**config.mk**
```make
export PLATFORM = sky130hd
export DESIGN_NAME = fixed_timestep_accumulator_unit_flat
export DESIGN_NICKNAME = d
export VERILOG_FILES = /design/src/design/ftsacc_pkg.sv /design/src/design/ftsacc_if.sv /design/src/design/ftsacc_ctrl.sv /design/src/design/ftsacc_dp.sv /design/src/design/fixed_timestep_accumulator_unit.sv /design/src/flat_wrapper.sv
export VERILOG_INCLUDE_DIRS = /design/src /design/src/design
export SDC_FILE = /design/constraint.sdc
export NUM_CORES = 2
export LEC_CHECK = 0
export BUFFER_PORTS_ARGS = -buffer_cell sky130_fd_sc_hd__buf_2
export CAP_MARGIN = 20
export CORE_MARGIN = 5
export CORE_UTILIZATION = 65
export CTS_CLUSTER_SIZE = 12
export DETAILED_ROUTE_END_ITERATION = 10
export PLACE_DENSITY = 0.85
export SLEW_MARGIN = 10
export SYNTH_ARGS = -nofsm -noshare
export SYNTH_HDL_FRONTEND = slang
export SYNTH_SLANG_ARGS = --single-unit
```
**constraint.sdc**
```tcl
create_clock -name clk -period 11.9 [get_ports clk]
set_input_delay 0.595 -clock clk [delete_from_list [all_inputs] [get_ports clk]]
set_output_delay 0.595 -clock clk [all_outputs]
set_load 0.02 [all_outputs]
```
**src/design/fixed_timestep_accumulator_unit_macros.svh**
```systemverilog
// Assertion shorthands for the fixed timestep accumulator.
// Both expect clk and rst_n to be visible where they are used.
`ifndef FIXED_TIMESTEP_ACCUMULATOR_UNIT_MACROS_SVH
`define FIXED_TIMESTEP_ACCUMULATOR_UNIT_MACROS_SVH

// Same-cycle implication.
`define FTSA_ASSERT_IMPL(name, ante, cons) \
    name: assert property (@(posedge clk) disable iff (!rst_n) (ante) |-> (cons)) \
        else $error("fixed timestep accumulator check failed");

// Next-cycle implication.
`define FTSA_ASSERT_NEXT(name, ante, cons) \
    name: assert property (@(posedge clk) disable iff (!rst_n) (ante) |=> (cons)) \
        else $error("fixed timestep accumulator check failed");

`endif

```
**src/design/ftsacc_pkg.sv**
```systemverilog
package ftsacc_pkg;

    // field widths
    localparam int unsigned FRAME_TIME_W = 32;
    localparam int unsigned STEP_LEN_W   = 21;
    localparam int unsigned MAX_FT_W     = 23;
    localparam int unsigned MAX_STEPS_W  = 7;
    localparam int unsigned SCALE_W      = 16;
    localparam int unsigned DROPPED_W    = 24;
    localparam int unsigned FRAC_W       = 16;
    localparam int unsigned TOTAL_W      = 48;
    localparam int unsigned FRAME_NUM_W  = 32;
    localparam int unsigned SIM_TIME_W   = 56;

    // datapath widths
    localparam int unsigned BANK_W  = 40;
    localparam int unsigned PROD_W  = MAX_FT_W + SCALE_W;
    localparam int unsigned STEP_W  = STEP_LEN_W + 8;
    localparam int unsigned QUO_W   = BANK_W + FRAC_W;
    localparam int unsigned ADV_W   = MAX_STEPS_W + STEP_LEN_W;

    // long division: integer quotient bits, then fraction bits
    localparam int unsigned DIV_ITERS = QUO_W;
    localparam int unsigned DIV_CNT_W = $clog2(DIV_ITERS);
    localparam logic [DIV_CNT_W-1:0] DIV_LAST  = DIV_CNT_W'(DIV_ITERS - 1);
    localparam logic [DIV_CNT_W-1:0] BANK_SNAP = DIV_CNT_W'(BANK_W);

    localparam logic [STEP_LEN_W-1:0] STEP_FLOOR = STEP_LEN_W'(105);
    localparam int unsigned CAP_LIMIT_DEF = 64;

    // configuration port
    localparam int unsigned CFG_IDX_W  = 3;
    localparam int unsigned CFG_DATA_W = MAX_FT_W;

    localparam logic [CFG_IDX_W-1:0] CFG_STEP_LENGTH    = 3'd0;
    localparam logic [CFG_IDX_W-1:0] CFG_MAX_FRAME_TIME = 3'd1;
    localparam logic [CFG_IDX_W-1:0] CFG_MAX_STEPS      = 3'd2;
    localparam logic [CFG_IDX_W-1:0] CFG_TIME_SCALE     = 3'd3;
    localparam logic [CFG_IDX_W-1:0] CFG_PAUSED         = 3'd4;

    localparam logic [STEP_LEN_W-1:0]  STEP_LENGTH_RST    = STEP_LEN_W'(17476);
    localparam logic [MAX_FT_W-1:0]    MAX_FRAME_TIME_RST = MAX_FT_W'(262144);
    localparam logic [MAX_STEPS_W-1:0] MAX_STEPS_RST      = MAX_STEPS_W'(8);
    localparam logic [SCALE_W-1:0]     TIME_SCALE_RST     = SCALE_W'(256);

    // controller to datapath
    typedef struct packed {
        logic load;     // latch clamped frame time
        logic mul;      // frame time times scale
        logic add;      // bank update, divider start
        logic iter;     // one restoring division step
        logic bank_wr;  // integer part done, remainder is the new bank
        logic tally;    // steps run and dropped
        logic scale;    // simulated time advance
        logic finish;   // totals and result register
    } ftsacc_cmd_t;

endpackage

```
**src/design/ftsacc_if.sv**
```systemverilog
interface ftsacc_frame_if import ftsacc_pkg::*; ();
    logic                    valid;
    logic                    ready;
    logic [FRAME_TIME_W-1:0] frame_time;

    modport source (output valid, output frame_time, input ready);
    modport sink   (input valid, input frame_time, output ready);
endinterface

interface ftsacc_result_if import ftsacc_pkg::*; ();
    logic                   valid;
    logic                   ready;
    logic [MAX_STEPS_W-1:0] steps_run;
    logic [DROPPED_W-1:0]   steps_dropped;
    logic [FRAC_W-1:0]      blend_fraction;
    logic [TOTAL_W-1:0]     total_steps;
    logic [TOTAL_W-1:0]     total_dropped;
    logic [FRAME_NUM_W-1:0] frame_number;
    logic [SIM_TIME_W-1:0]  simulated_time;

    modport source (output valid, output steps_run, output steps_dropped,
                    output blend_fraction, output total_steps, output total_dropped,
                    output frame_number, output simulated_time, input ready);
    modport sink   (input valid, input steps_run, input steps_dropped,
                    input blend_fraction, input total_steps, input total_dropped,
                    input frame_number, input simulated_time, output ready);
endinterface

```
**src/design/ftsacc_ctrl.sv**
```systemverilog
module ftsacc_ctrl import ftsacc_pkg::*; (
    input  logic        clk,
    input  logic        rst_n,
    input  logic        in_valid,
    output logic        in_ready,
    output logic        out_valid,
    input  logic        out_ready,
    output ftsacc_cmd_t cmd
);

    typedef enum logic [2:0] {
        IDLE,
        MUL,
        ADD,
        DIV,
        TALLY,
        SCALE,
        DONE
    } state_t;

    state_t               state_reg, state_next;
    logic [DIV_CNT_W-1:0] cnt_reg, cnt_next;
    logic                 out_valid_reg, out_valid_next;
    logic                 finish;

    // result register free, or emptied in this cycle
    assign finish = (state_reg == DONE) && (!out_valid_reg || out_ready);

    always_comb
    begin
        state_next = state_reg;
        cnt_next   = cnt_reg;
        unique case (state_reg)
            IDLE:
            begin
                if (in_valid)
                begin
                    state_next = MUL;
                end
            end
            MUL:   state_next = ADD;
            ADD:
            begin
                state_next = DIV;
                cnt_next   = '0;
            end
            DIV:
            begin
                cnt_next = cnt_reg + 1'b1;
                if (cnt_reg == DIV_LAST)
                begin
                    state_next = TALLY;
                end
            end
            TALLY: state_next = SCALE;
            SCALE: state_next = DONE;
            DONE:
            begin
                if (finish)
                begin
                    state_next = IDLE;
                end
            end
            default: state_next = IDLE;
        endcase

        out_valid_next = out_valid_reg;
        if (finish)
        begin
            out_valid_next = 1'b1;
        end
        else if (out_ready)
        begin
            out_valid_next = 1'b0;
        end
    end

    always_ff @(posedge clk or negedge rst_n)
    begin
        if (!rst_n)
        begin
            state_reg     <= IDLE;
            cnt_reg       <= '0;
            out_valid_reg <= 1'b0;
        end
        else
        begin
            state_reg     <= state_next;
            cnt_reg       <= cnt_next;
            out_valid_reg <= out_valid_next;
        end
    end

    assign in_ready  = (state_reg == IDLE);
    assign out_valid = out_valid_reg;

    always_comb
    begin
        cmd         = '0;
        cmd.load    = (state_reg == IDLE) && in_valid;
        cmd.mul     = (state_reg == MUL);
        cmd.add     = (state_reg == ADD);
        cmd.iter    = (state_reg == DIV);
        cmd.bank_wr = (state_reg == DIV) && (cnt_reg == BANK_SNAP);
        cmd.tally   = (state_reg == TALLY);
        cmd.scale   = (state_reg == SCALE);
        cmd.finish  = finish;
    end

endmodule

```
**src/design/ftsacc_dp.sv**
```systemverilog
module ftsacc_dp import ftsacc_pkg::*; #(
    parameter int unsigned STEP_CAP_LIMIT = CAP_LIMIT_DEF
) (
    input  logic                    clk,
    input  logic                    rst_n,
    input  logic                    cfg_we,
    input  logic [CFG_IDX_W-1:0]    cfg_index,
    input  logic [CFG_DATA_W-1:0]   cfg_data,
    input  logic [FRAME_TIME_W-1:0] frame_time,
    input  ftsacc_cmd_t             cmd,
    output logic [MAX_STEPS_W-1:0]  steps_run,
    output logic [DROPPED_W-1:0]    steps_dropped,
    output logic [FRAC_W-1:0]       blend_fraction,
    output logic [TOTAL_W-1:0]      total_steps,
    output logic [TOTAL_W-1:0]      total_dropped,
    output logic [FRAME_NUM_W-1:0]  frame_number,
    output logic [SIM_TIME_W-1:0]   simulated_time
);

    localparam logic [MAX_STEPS_W-1:0] CAP_LIM = MAX_STEPS_W'(STEP_CAP_LIMIT);

    // configuration
    logic [STEP_LEN_W-1:0]  step_length_reg;
    logic [MAX_FT_W-1:0]    max_frame_time_reg;
    logic [MAX_STEPS_W-1:0] max_steps_reg;
    logic [SCALE_W-1:0]     time_scale_reg;
    logic                   paused_reg;

    // state
    logic [BANK_W-1:0]      bank_reg;
    logic [TOTAL_W-1:0]     step_total_reg;
    logic [TOTAL_W-1:0]     drop_total_reg;
    logic [FRAME_NUM_W-1:0] frame_total_reg;
    logic [SIM_TIME_W-1:0]  sim_clock_reg;

    // working registers
    logic [MAX_FT_W-1:0]    ft_reg;
    logic [PROD_W-1:0]      prod_reg;
    logic [QUO_W-1:0]       quo_reg;
    logic [STEP_W-1:0]      rem_reg;
    logic [MAX_STEPS_W-1:0] run_reg;
    logic [DROPPED_W-1:0]   drop_reg;
    logic [BANK_W-1:0]      drop_all_reg;
    logic [ADV_W-1:0]       adv_reg;
    logic [MAX_STEPS_W-1:0] run_out_reg;
    logic [DROPPED_W-1:0]   drop_out_reg;
    logic [FRAC_W-1:0]      frac_out_reg;

    logic [STEP_LEN_W-1:0]  len;
    logic [STEP_W-1:0]      step;
    logic                   frozen;
    logic [MAX_FT_W-1:0]    ft_clamped;
    logic [MAX_STEPS_W-1:0] cap;
    logic [BANK_W-1:0]      bank_sum;
    logic [STEP_W:0]        trial;
    logic                   fits;
    logic [STEP_W-1:0]      rem_next;
    logic [BANK_W-1:0]      whole;
    logic [BANK_W-1:0]      surplus;
    logic [MAX_STEPS_W-1:0] run_next;
    logic [DROPPED_W-1:0]   drop_next;
    logic [BANK_W-1:0]      drop_all_next;

    always_comb
    begin
        len        = (step_length_reg < STEP_FLOOR) ? STEP_FLOOR : step_length_reg;
        step       = {len, 8'b0};
        frozen     = paused_reg || (time_scale_reg == '0);
        ft_clamped = (frame_time > FRAME_TIME_W'(max_frame_time_reg))
                     ? max_frame_time_reg : frame_time[MAX_FT_W-1:0];
        cap        = (max_steps_reg > CAP_LIM) ? CAP_LIM : max_steps_reg;
        bank_sum   = frozen ? bank_reg : bank_reg + BANK_W'(prod_reg);

        // restoring division, one quotient bit per step
        trial    = {rem_reg, quo_reg[QUO_W-1]};
        fits     = (trial >= {1'b0, step});
        rem_next = fits ? STEP_W'(trial - {1'b0, step}) : trial[STEP_W-1:0];

        whole    = quo_reg[QUO_W-1:FRAC_W];
        surplus  = whole - BANK_W'(cap);
        run_next = (whole < BANK_W'(cap)) ? whole[MAX_STEPS_W-1:0] : cap;
        // the running total takes the full surplus, the result field saturates
        if (whole <= BANK_W'(cap))
        begin
            drop_all_next = '0;
            drop_next     = '0;
        end
        else if (surplus > BANK_W'({DROPPED_W{1'b1}}))
        begin
            drop_all_next = surplus;
            drop_next     = '1;
        end
        else
        begin
            drop_all_next = surplus;
            drop_next     = surplus[DROPPED_W-1:0];
        end
    end

    always_ff @(posedge clk or negedge rst_n)
    begin
        if (!rst_n)
        begin
            step_length_reg    <= STEP_LENGTH_RST;
            max_frame_time_reg <= MAX_FRAME_TIME_RST;
            max_steps_reg      <= MAX_STEPS_RST;
            time_scale_reg     <= TIME_SCALE_RST;
            paused_reg         <= 1'b0;
        end
        else if (cfg_we)
        begin
            unique case (cfg_index)
                CFG_STEP_LENGTH:    step_length_reg    <= cfg_data[STEP_LEN_W-1:0];
                CFG_MAX_FRAME_TIME: max_frame_time_reg <= cfg_data[MAX_FT_W-1:0];
                CFG_MAX_STEPS:      max_steps_reg      <= cfg_data[MAX_STEPS_W-1:0];
                CFG_TIME_SCALE:     time_scale_reg     <= cfg_data[SCALE_W-1:0];
                CFG_PAUSED:         paused_reg         <= cfg_data[0];
                default:            ;
            endcase
        end
    end

    always_ff @(posedge clk or negedge rst_n)
    begin
        if (!rst_n)
        begin
            bank_reg        <= '0;
            step_total_reg  <= '0;
            drop_total_reg  <= '0;
            frame_total_reg <= '0;
            sim_clock_reg   <= '0;
        end
        else
        begin
            if (cmd.add)
            begin
                bank_reg <= bank_sum;
            end
            else if (cmd.bank_wr)
            begin
                bank_reg <= BANK_W'(rem_reg);
            end
            if (cmd.finish)
            begin
                step_total_reg  <= step_total_reg + TOTAL_W'(run_reg);
                drop_total_reg  <= drop_total_reg + TOTAL_W'(drop_all_reg);
                frame_total_reg <= frame_total_reg + 1'b1;
                sim_clock_reg   <= sim_clock_reg + SIM_TIME_W'(adv_reg);
            end
        end
    end

    always_ff @(posedge clk)
    begin
        if (cmd.load)
        begin
            ft_reg <= ft_clamped;
        end
        if (cmd.mul)
        begin
            prod_reg <= PROD_W'(ft_reg) * PROD_W'(time_scale_reg);
        end
        if (cmd.add)
        begin
            quo_reg <= {bank_sum, {FRAC_W{1'b0}}};
            rem_reg <= '0;
        end
        else if (cmd.iter)
        begin
            quo_reg <= {quo_reg[QUO_W-2:0], fits};
            rem_reg <= rem_next;
        end
        if (cmd.tally)
        begin
            run_reg      <= run_next;
            drop_reg     <= drop_next;
            drop_all_reg <= drop_all_next;
        end
        if (cmd.scale)
        begin
            adv_reg <= ADV_W'(run_reg) * ADV_W'(len);
        end
        if (cmd.finish)
        begin
            run_out_reg  <= run_reg;
            drop_out_reg <= drop_reg;
            frac_out_reg <= frozen ? '0 : quo_reg[FRAC_W-1:0];
        end
    end

    assign steps_run      = run_out_reg;
    assign steps_dropped  = drop_out_reg;
    assign blend_fraction = frac_out_reg;
    assign total_steps    = step_total_reg;
    assign total_dropped  = drop_total_reg;
    assign frame_number   = frame_total_reg;
    assign simulated_time = sim_clock_reg;

endmodule

```
**src/design/fixed_timestep_accumulator_unit.sv**
```systemverilog
// Channel  | Direction | Handshake     | Payload
// frame    | in        | valid / ready | frame_time
// result   | out       | valid / ready | steps_run .. simulated_time
// cfg      | in        | cfg_we        | cfg_index, cfg_data
//
// A request runs from acceptance to result as multiply, bank add,
// 56 restoring divide steps (40 integer, 16 fraction), tally, scale and finish.
// The divider is iterative; one request is in flight at a time.
// A finished result waits in the output register while the next request runs;
// the block holds in its last cycle only if that register is still full.
// Reset clears the bank, all totals and loads the register defaults.
`include "fixed_timestep_accumulator_unit_macros.svh"

module fixed_timestep_accumulator_unit import ftsacc_pkg::*; #(
    parameter int unsigned STEP_CAP_LIMIT = CAP_LIMIT_DEF
) (
    input  logic                  clk,
    input  logic                  rst_n,
    input  logic                  cfg_we,
    input  logic [CFG_IDX_W-1:0]  cfg_index,
    input  logic [CFG_DATA_W-1:0] cfg_data,
    ftsacc_frame_if.sink          frame,
    ftsacc_result_if.source       result
);

    ftsacc_cmd_t cmd;

    ftsacc_ctrl u_ctrl (
        .clk       (clk),
        .rst_n     (rst_n),
        .in_valid  (frame.valid),
        .in_ready  (frame.ready),
        .out_valid (result.valid),
        .out_ready (result.ready),
        .cmd       (cmd)
    );

    ftsacc_dp #(
        .STEP_CAP_LIMIT (STEP_CAP_LIMIT)
    ) u_dp (
        .clk            (clk),
        .rst_n          (rst_n),
        .cfg_we         (cfg_we),
        .cfg_index      (cfg_index),
        .cfg_data       (cfg_data),
        .frame_time     (frame.frame_time),
        .cmd            (cmd),
        .steps_run      (result.steps_run),
        .steps_dropped  (result.steps_dropped),
        .blend_fraction (result.blend_fraction),
        .total_steps    (result.total_steps),
        .total_dropped  (result.total_dropped),
        .frame_number   (result.frame_number),
        .simulated_time (result.simulated_time)
    );

    `FTSA_ASSERT_NEXT(a_busy_after_request, frame.valid && frame.ready, !frame.ready)
    `FTSA_ASSERT_IMPL(a_run_capped, result.valid, result.steps_run <= MAX_STEPS_W'(STEP_CAP_LIMIT))
    `FTSA_ASSERT_IMPL(a_frame_counted, $rose(result.valid), result.frame_number != $past(result.frame_number))

endmodule
```
**src/flat_wrapper.sv**
```systemverilog
// flat-port wrapper written by rule: the top's interface ports become plain ports
module fixed_timestep_accumulator_unit_flat import ftsacc_pkg::*;
#(
    parameter int unsigned STEP_CAP_LIMIT = CAP_LIMIT_DEF
)
  (clk, rst_n, cfg_we, cfg_index, cfg_data, frame_valid, frame_frame_time, frame_ready, result_valid, result_steps_run, result_steps_dropped, result_blend_fraction, result_total_steps, result_total_dropped, result_frame_number, result_simulated_time, result_ready);
  ftsacc_frame_if frame_i ();
  ftsacc_result_if result_i ();
  input  logic clk;
  input  logic rst_n;
  input  logic cfg_we;
  input  logic [CFG_IDX_W-1:0] cfg_index;
  input  logic [CFG_DATA_W-1:0] cfg_data;
  input wire logic [$bits(frame_i.valid)-1:0] frame_valid;
  input wire logic [$bits(frame_i.frame_time)-1:0] frame_frame_time;
  output wire logic [$bits(frame_i.ready)-1:0] frame_ready;
  output wire logic [$bits(result_i.valid)-1:0] result_valid;
  output wire logic [$bits(result_i.steps_run)-1:0] result_steps_run;
  output wire logic [$bits(result_i.steps_dropped)-1:0] result_steps_dropped;
  output wire logic [$bits(result_i.blend_fraction)-1:0] result_blend_fraction;
  output wire logic [$bits(result_i.total_steps)-1:0] result_total_steps;
  output wire logic [$bits(result_i.total_dropped)-1:0] result_total_dropped;
  output wire logic [$bits(result_i.frame_number)-1:0] result_frame_number;
  output wire logic [$bits(result_i.simulated_time)-1:0] result_simulated_time;
  input wire logic [$bits(result_i.ready)-1:0] result_ready;
  assign frame_i.valid = frame_valid;
  assign frame_i.frame_time = frame_frame_time;
  assign frame_ready = frame_i.ready;
  assign result_valid = result_i.valid;
  assign result_steps_run = result_i.steps_run;
  assign result_steps_dropped = result_i.steps_dropped;
  assign result_blend_fraction = result_i.blend_fraction;
  assign result_total_steps = result_i.total_steps;
  assign result_total_dropped = result_i.total_dropped;
  assign result_frame_number = result_i.frame_number;
  assign result_simulated_time = result_i.simulated_time;
  assign result_i.ready = result_ready;
  fixed_timestep_accumulator_unit #(.STEP_CAP_LIMIT(STEP_CAP_LIMIT)) u_core (.clk(clk), .rst_n(rst_n), .cfg_we(cfg_we), .cfg_index(cfg_index), .cfg_data(cfg_data), .frame(frame_i), .result(result_i));
endmodule
```
## Word level (Yosys, flattened, before mapping)

Cells that the tools add are included.

- Bits of input ports: 63
- Word-level logic and storage cells: 93
- Bits in registers: 595

- Equality and inequality tests: 15
- Add/subtract/negate cells: 8
- Muxes and demuxes: 18
- Reduce and logical (&&, ||, !) cells: 18
- Multipliers: 2
- $lt $le $gt $ge: 7

Operator list:

| kind | number |
|---|---|
| $mux W40 | 3 |
| $mux W56 | 2 |
| $add A56 B28 Y56 | 1 |
| $add A48 B40 Y48 | 1 |
| $add A48 B7 Y48 | 1 |
| $add A40 B39 Y40 | 1 |
| $gt A40 B24 Y1 const B | 1 |
| $le A40 B7 Y1 | 1 |
| $lt A40 B7 Y1 | 1 |
| $sub A40 B7 Y40 | 1 |
| $mul A23 B16 Y39 | 1 |
| $add A32 B1 Y32 const B | 1 |
| $gt A32 B23 Y1 | 1 |
| $ge A30 B29 Y1 | 1 |
| $mux W29 | 1 |
| $sub A29 B29 Y29 | 1 |
| $mul A7 B21 Y28 | 1 |
| $mux W24 | 1 |
| $mux W23 | 1 |
| $lt A21 B7 Y1 const B | 1 |
| $mux W21 | 1 |
| $pmux W3 S7 | 1 |
| $logic_not A16 Y1 | 1 |
| $mux W7 | 2 |
| other kinds (17) | 40 |

## Logic depth before layout (Yosys ltp)

- Depth after elaboration: 5
- Gate-level depth with buffers: 27
- Gate-level depth less buffers: 25

## Cells and area by module

From an unflattened synthesis, not the netlist that was laid out.

- Cell total of the unflattened synthesis: 4854
- Area, all modules: 47682.0 µm²

By module, submodules not included:

| module | sequential area each (µm²) | area an instance (µm²) | cells an instance | instances |
|---|---|---|---|---|
| ftsacc_dp | 15663.8 | 47057.6 | 4786 | 1 |
| ftsacc_ctrl | 250.2 | 624.3 | 68 | 1 |

## Least setup slack after synthesis

Ideal clock, no wire load.

- Path kind: register to register
- Start point: register u_core.u_ctrl.state_reg[0]
- End point: register u_core.u_dp.drop_all_reg[0] (enable)
- Required time: 11.298 ns
- Path buffers: 4
- Arrival: 6.296 ns
- Setup slack: 5.001 ns
- Cell stages (with the launch flop): 6
- Library setup time: 0.602 ns
- Cells stage by stage: dfrtp_1 buf_2 clkbuf_1 clkbuf_1 clkbuf_1 nor3b_1

- Word-level cells in the longest chain between the ends: 1

Ends and longest elaborated chain:

| what | RTL line | text |
|---|---|---|
| start: declaration | ftsacc_ctrl.sv:21 | `state_t state_reg, state_next;` |
| start signal: assignment | ftsacc_ctrl.sv:88 | `state_reg <= state_next;` |
| $eq A3 B3 Y1 | ftsacc_ctrl.sv:105 | `cmd.tally = (state_reg == TALLY);` |
| end signal: assignment | ftsacc_dp.sv:177 | `drop_all_reg <= drop_all_next;` |
| end: declaration | ftsacc_dp.sv:43 | `logic [BANK_W-1:0] drop_all_reg;` |

No other way between the ends.
A chain may end at the register's enable or synchronous reset.

## Final worst setup path

- Start point: register u_core.u_dp.time_scale_reg[5]
- End point: register u_core.u_dp.prod_reg[37] (data pin)

- Word-level cells in the longest chain between the ends: 1

Ends and longest elaborated chain:

| what | RTL line | text |
|---|---|---|
| start: declaration | ftsacc_dp.sv:26 | `logic [SCALE_W-1:0] time_scale_reg;` |
| start signal: assignment | ftsacc_dp.sv:116 | `CFG_TIME_SCALE: time_scale_reg <= cfg_data[SCALE_W-1:0];` |
| $mul A23 B16 Y39 | ftsacc_dp.sv:161 | `prod_reg <= PROD_W'(ft_reg) * PROD_W'(time_scale_reg);` |
| end signal: assignment | ftsacc_dp.sv:161 |  |
| end: declaration | ftsacc_dp.sv:38 | `logic [PROD_W-1:0] prod_reg;` |

No other way between the ends.

==> metrics.txt <==
status finished, violations left; failing checks hold timing; CP max stage cell dfrtp_1; mapped cell area 0.0468 mm2; via count 36,500; first-pass GRT wire length 192,000 um; Max clock buf depth 3; WS Path Type flip-flop to flip-flop; multi-input logic area 0.0283 mm2; Syn Inst Count 4,858; Worst setup startpoint u_core.u_dp.time_scale_reg[5]$_DFFE_PN0P_; min-delay worst type primary input to asynchronous set/reset pin; Most used DFF post-synth dfrtp_1; Slew Limit Fails 0; worst skew pair latency 620 ps; CP endpoint kind flip-flop; sequential share of the synthesized area 34.0%; antenna violations before repair 0; routed len/inst 19.7 um; Reg clk slew, reported paths 60 ps; max frequency 135 MHz; family with the most delay on the worst path adder cells; Num CTS Buffers 67; Setup TNS Final 0 ps; skew final 35.3 ps; Post-synth EDFFs 248; CTS H-tree lvls 3; ranking of synthesized cells by area fa_1 (17%), edfxtp_1 (16%), dfrtp_1 (16%); biggest cell delay along the critical path 1030 ps; syn_nets 5,638; worst path cell trace nand2_1 > fa_1 > inv_1 > fa_1 > inv_1 > fa_1 > inv_1 > fa_1 > inv_1 > fa_1 > fa_1 > inv_1 > ha_1 > a211oi_1 > o221a_2 > nor2_1 > a211oi_1 > a21oi_1 > a41oi_1 > a21oi_1 > a211oi_1 > o21bai_1 > a21oi_1 > xnor2_1; Area Overhead vs Synth 9.45%; # DRC 0; CP dominant cell by count fa_1; critical path peak fanout 25; DPL Wire Length 90,200 um; Die W 278 um; die area 0.0775 mm2; WL final 120,000 um; final setup margin 4490 ps; synth warn 0; Seq cells post-synth 595; clk root buf clkbuf_16; final net count 5,854; fraction of registers with async set/reset 50.8%; vias in the first global route 36,300; initial core utilization 65.5%; syn_area_per_cell 9.64 um2; Fillers 4,930; # resized after CTS 0; final worst path period share 62.3%; WP data arrival 7780 ps; Global Route Usage Sum 30.5%; CTS sink cnt 595; max cap viols 0; Port Buffer Count 295; WP buf/inv 5; top cell type by total area after synthesis fa_1; Yosys cell types 93; initial drt markers 3,535; Ant. Diodes 0; RR Startpoint u_core.u_dp.time_scale_reg[5]$_DFFE_PN0P_; DRT Pass-1 Iters 7; post-synth top area share 16.8%; # setup viols final 0; Routability Congestion 0.965; Min Hold Slack -13.9 ps; Worst Tran Pin Value 1160 ps; Min Clock Period, post-route 7410 ps; largest net degree at the start of global routing 96; final hold vios 6; total gr overflow 0; Vias/cell 6.01; Final ANT Viol Nets 0; Post-CTS Setup Inserts 0; Worst setup SP type flip-flop; IO Pins 296; RSZ-0062 raised after global routing false; Core Box Area 0.0715 mm2; CTS tree built; worst slack at placement 4540 ps; Slew HR 22.2%; die height 278 um; hold buffers post-CTS 0; row count 98; CP required 12,260 ps; layout cells sized above 1 10.2%; FF+latch area 0.0159 mm2
kinds of logic (layout without fill, tap and decap cells):
kind of cell    Yosys count  in the layout  share of synthesized area, %
simple gates           1563           1563                          15.5
compound gates          865            865                          11.5
buf+inv                 725            993                          5.85
fa+ha+maj               717            717                          25.4
flops                   595            595                          34.0
xor+xnor                310            310                          5.80
mux                      83             83                          1.93
metrics by stage:
| step | instances | utilization, % | hold slack [ps] | area [um2] |
|---|---|---|---|---|
| 2_1_floorplan | 4858 | - | 299 | 46800 |
| 5_1_grt | 6076 | 71.7 | 57.7 | 51300 |
| 3_5_place_dp | 5954 | 68.7 | 406 | 49100 |
| 3_3_place_gp | 5954 | 68.7 | 401 | 49100 |
| 6_report | 6076 | 71.7 | -13.9 | 51300 |
| 4_1_cts | 6075 | 71.7 | 3.97 | 51300 |
cell type report:
type	count	share of cell area, %
multi-input cells	3538	55.1
clock buffers	97	3.63
inverters	549	4.02
clock inverters	24	0.547
repair buffers	323	3.32
flip-flops and latches	595	31.0
well taps	950	2.32
worst reg2reg max path: stages (launching register included):
cell,delay (ps)
dfrtp_1,1030
nand2_1,190
fa_1,540
inv_1,50
fa_1,520
inv_1,50
fa_1,500
inv_1,50
fa_1,500
inv_1,70
fa_1,510
fa_1,550
inv_1,40
ha_1,350
a211oi_1,240
o221a_2,240
nor2_1,40
a211oi_1,380
a21oi_1,140
a41oi_1,270
a21oi_1,150
a211oi_1,370
o21bai_1,100
a21oi_1,190
xnor2_1,80
synthesized netlist by cell type, types with 104 or more instances:
| master | n |
|---|---|
| fa_1 | 392 |
| nor2_1 | 238 |
| xnor2_1 | 206 |
| nand2_1 | 719 |
| o21ai_0 | 261 |
| and2_1 | 232 |
| xor2_1 | 104 |
| a21oi_1 | 249 |
| inv_1 | 547 |
| ha_1 | 325 |
| dfrtp_1 | 295 |
| clkbuf_1 | 159 |
| nand3_1 | 104 |
| a21o_1 | 112 |
| edfxtp_1 | 248 |
metal layers:
metal	GRT usage, %	up-vias	part of all wire [%]
met3	4.35	351	8.1
met5	0	-	0
met4	13.9	0	5.0
met2	50.7	1734	48
li1	-	16600	-
met1	40.1	17800	38
final timing paths:
kind	end	slack, ps	cells past startpoint
min in group clk	u_core.u_dp.max_frame_time_reg[21]$_DFFE_PN0P_	180	3
min	u_core.u_dp.total_dropped[21]$_DFFE_PN0P_	-10	1
max reg2reg	u_core.u_dp.prod_reg[37]$_DFFE_PP_	4490	24
max	u_core.u_dp.prod_reg[37]$_DFFE_PP_	4490	24
max in group asynchronous	u_core.u_dp.frame_number[11]$_DFFE_PN0P_	10400	2
min reg2reg	u_core.u_dp.steps_dropped[22]$_DFFE_PP_	430	0
cells in the final DEF, fill, tap and decap left out, types with 68 or more instances in the layout:
master / Yosys / routed
nor2_1: 238 / 238
o21ai_0: 261 / 261
fa_1: 392 / 392
xnor2_1: 206 / 206
edfxtp_1: 248 / 248
nand3_1: 104 / 104
nand2_1: 719 / 719
and2_1: 232 / 232
dfrtp_1: 295 / 294
clkbuf_16: 0 / 68
buf_2: 8 / 294
a21o_1: 112 / 112
a21oi_1: 249 / 249
inv_1: 547 / 545
xor2_1: 104 / 104
ha_1: 325 / 325
Power is left out: the tool's default activity adds up to more than one toggle a clock period on the data nets, which glitch-free logic cannot reach.
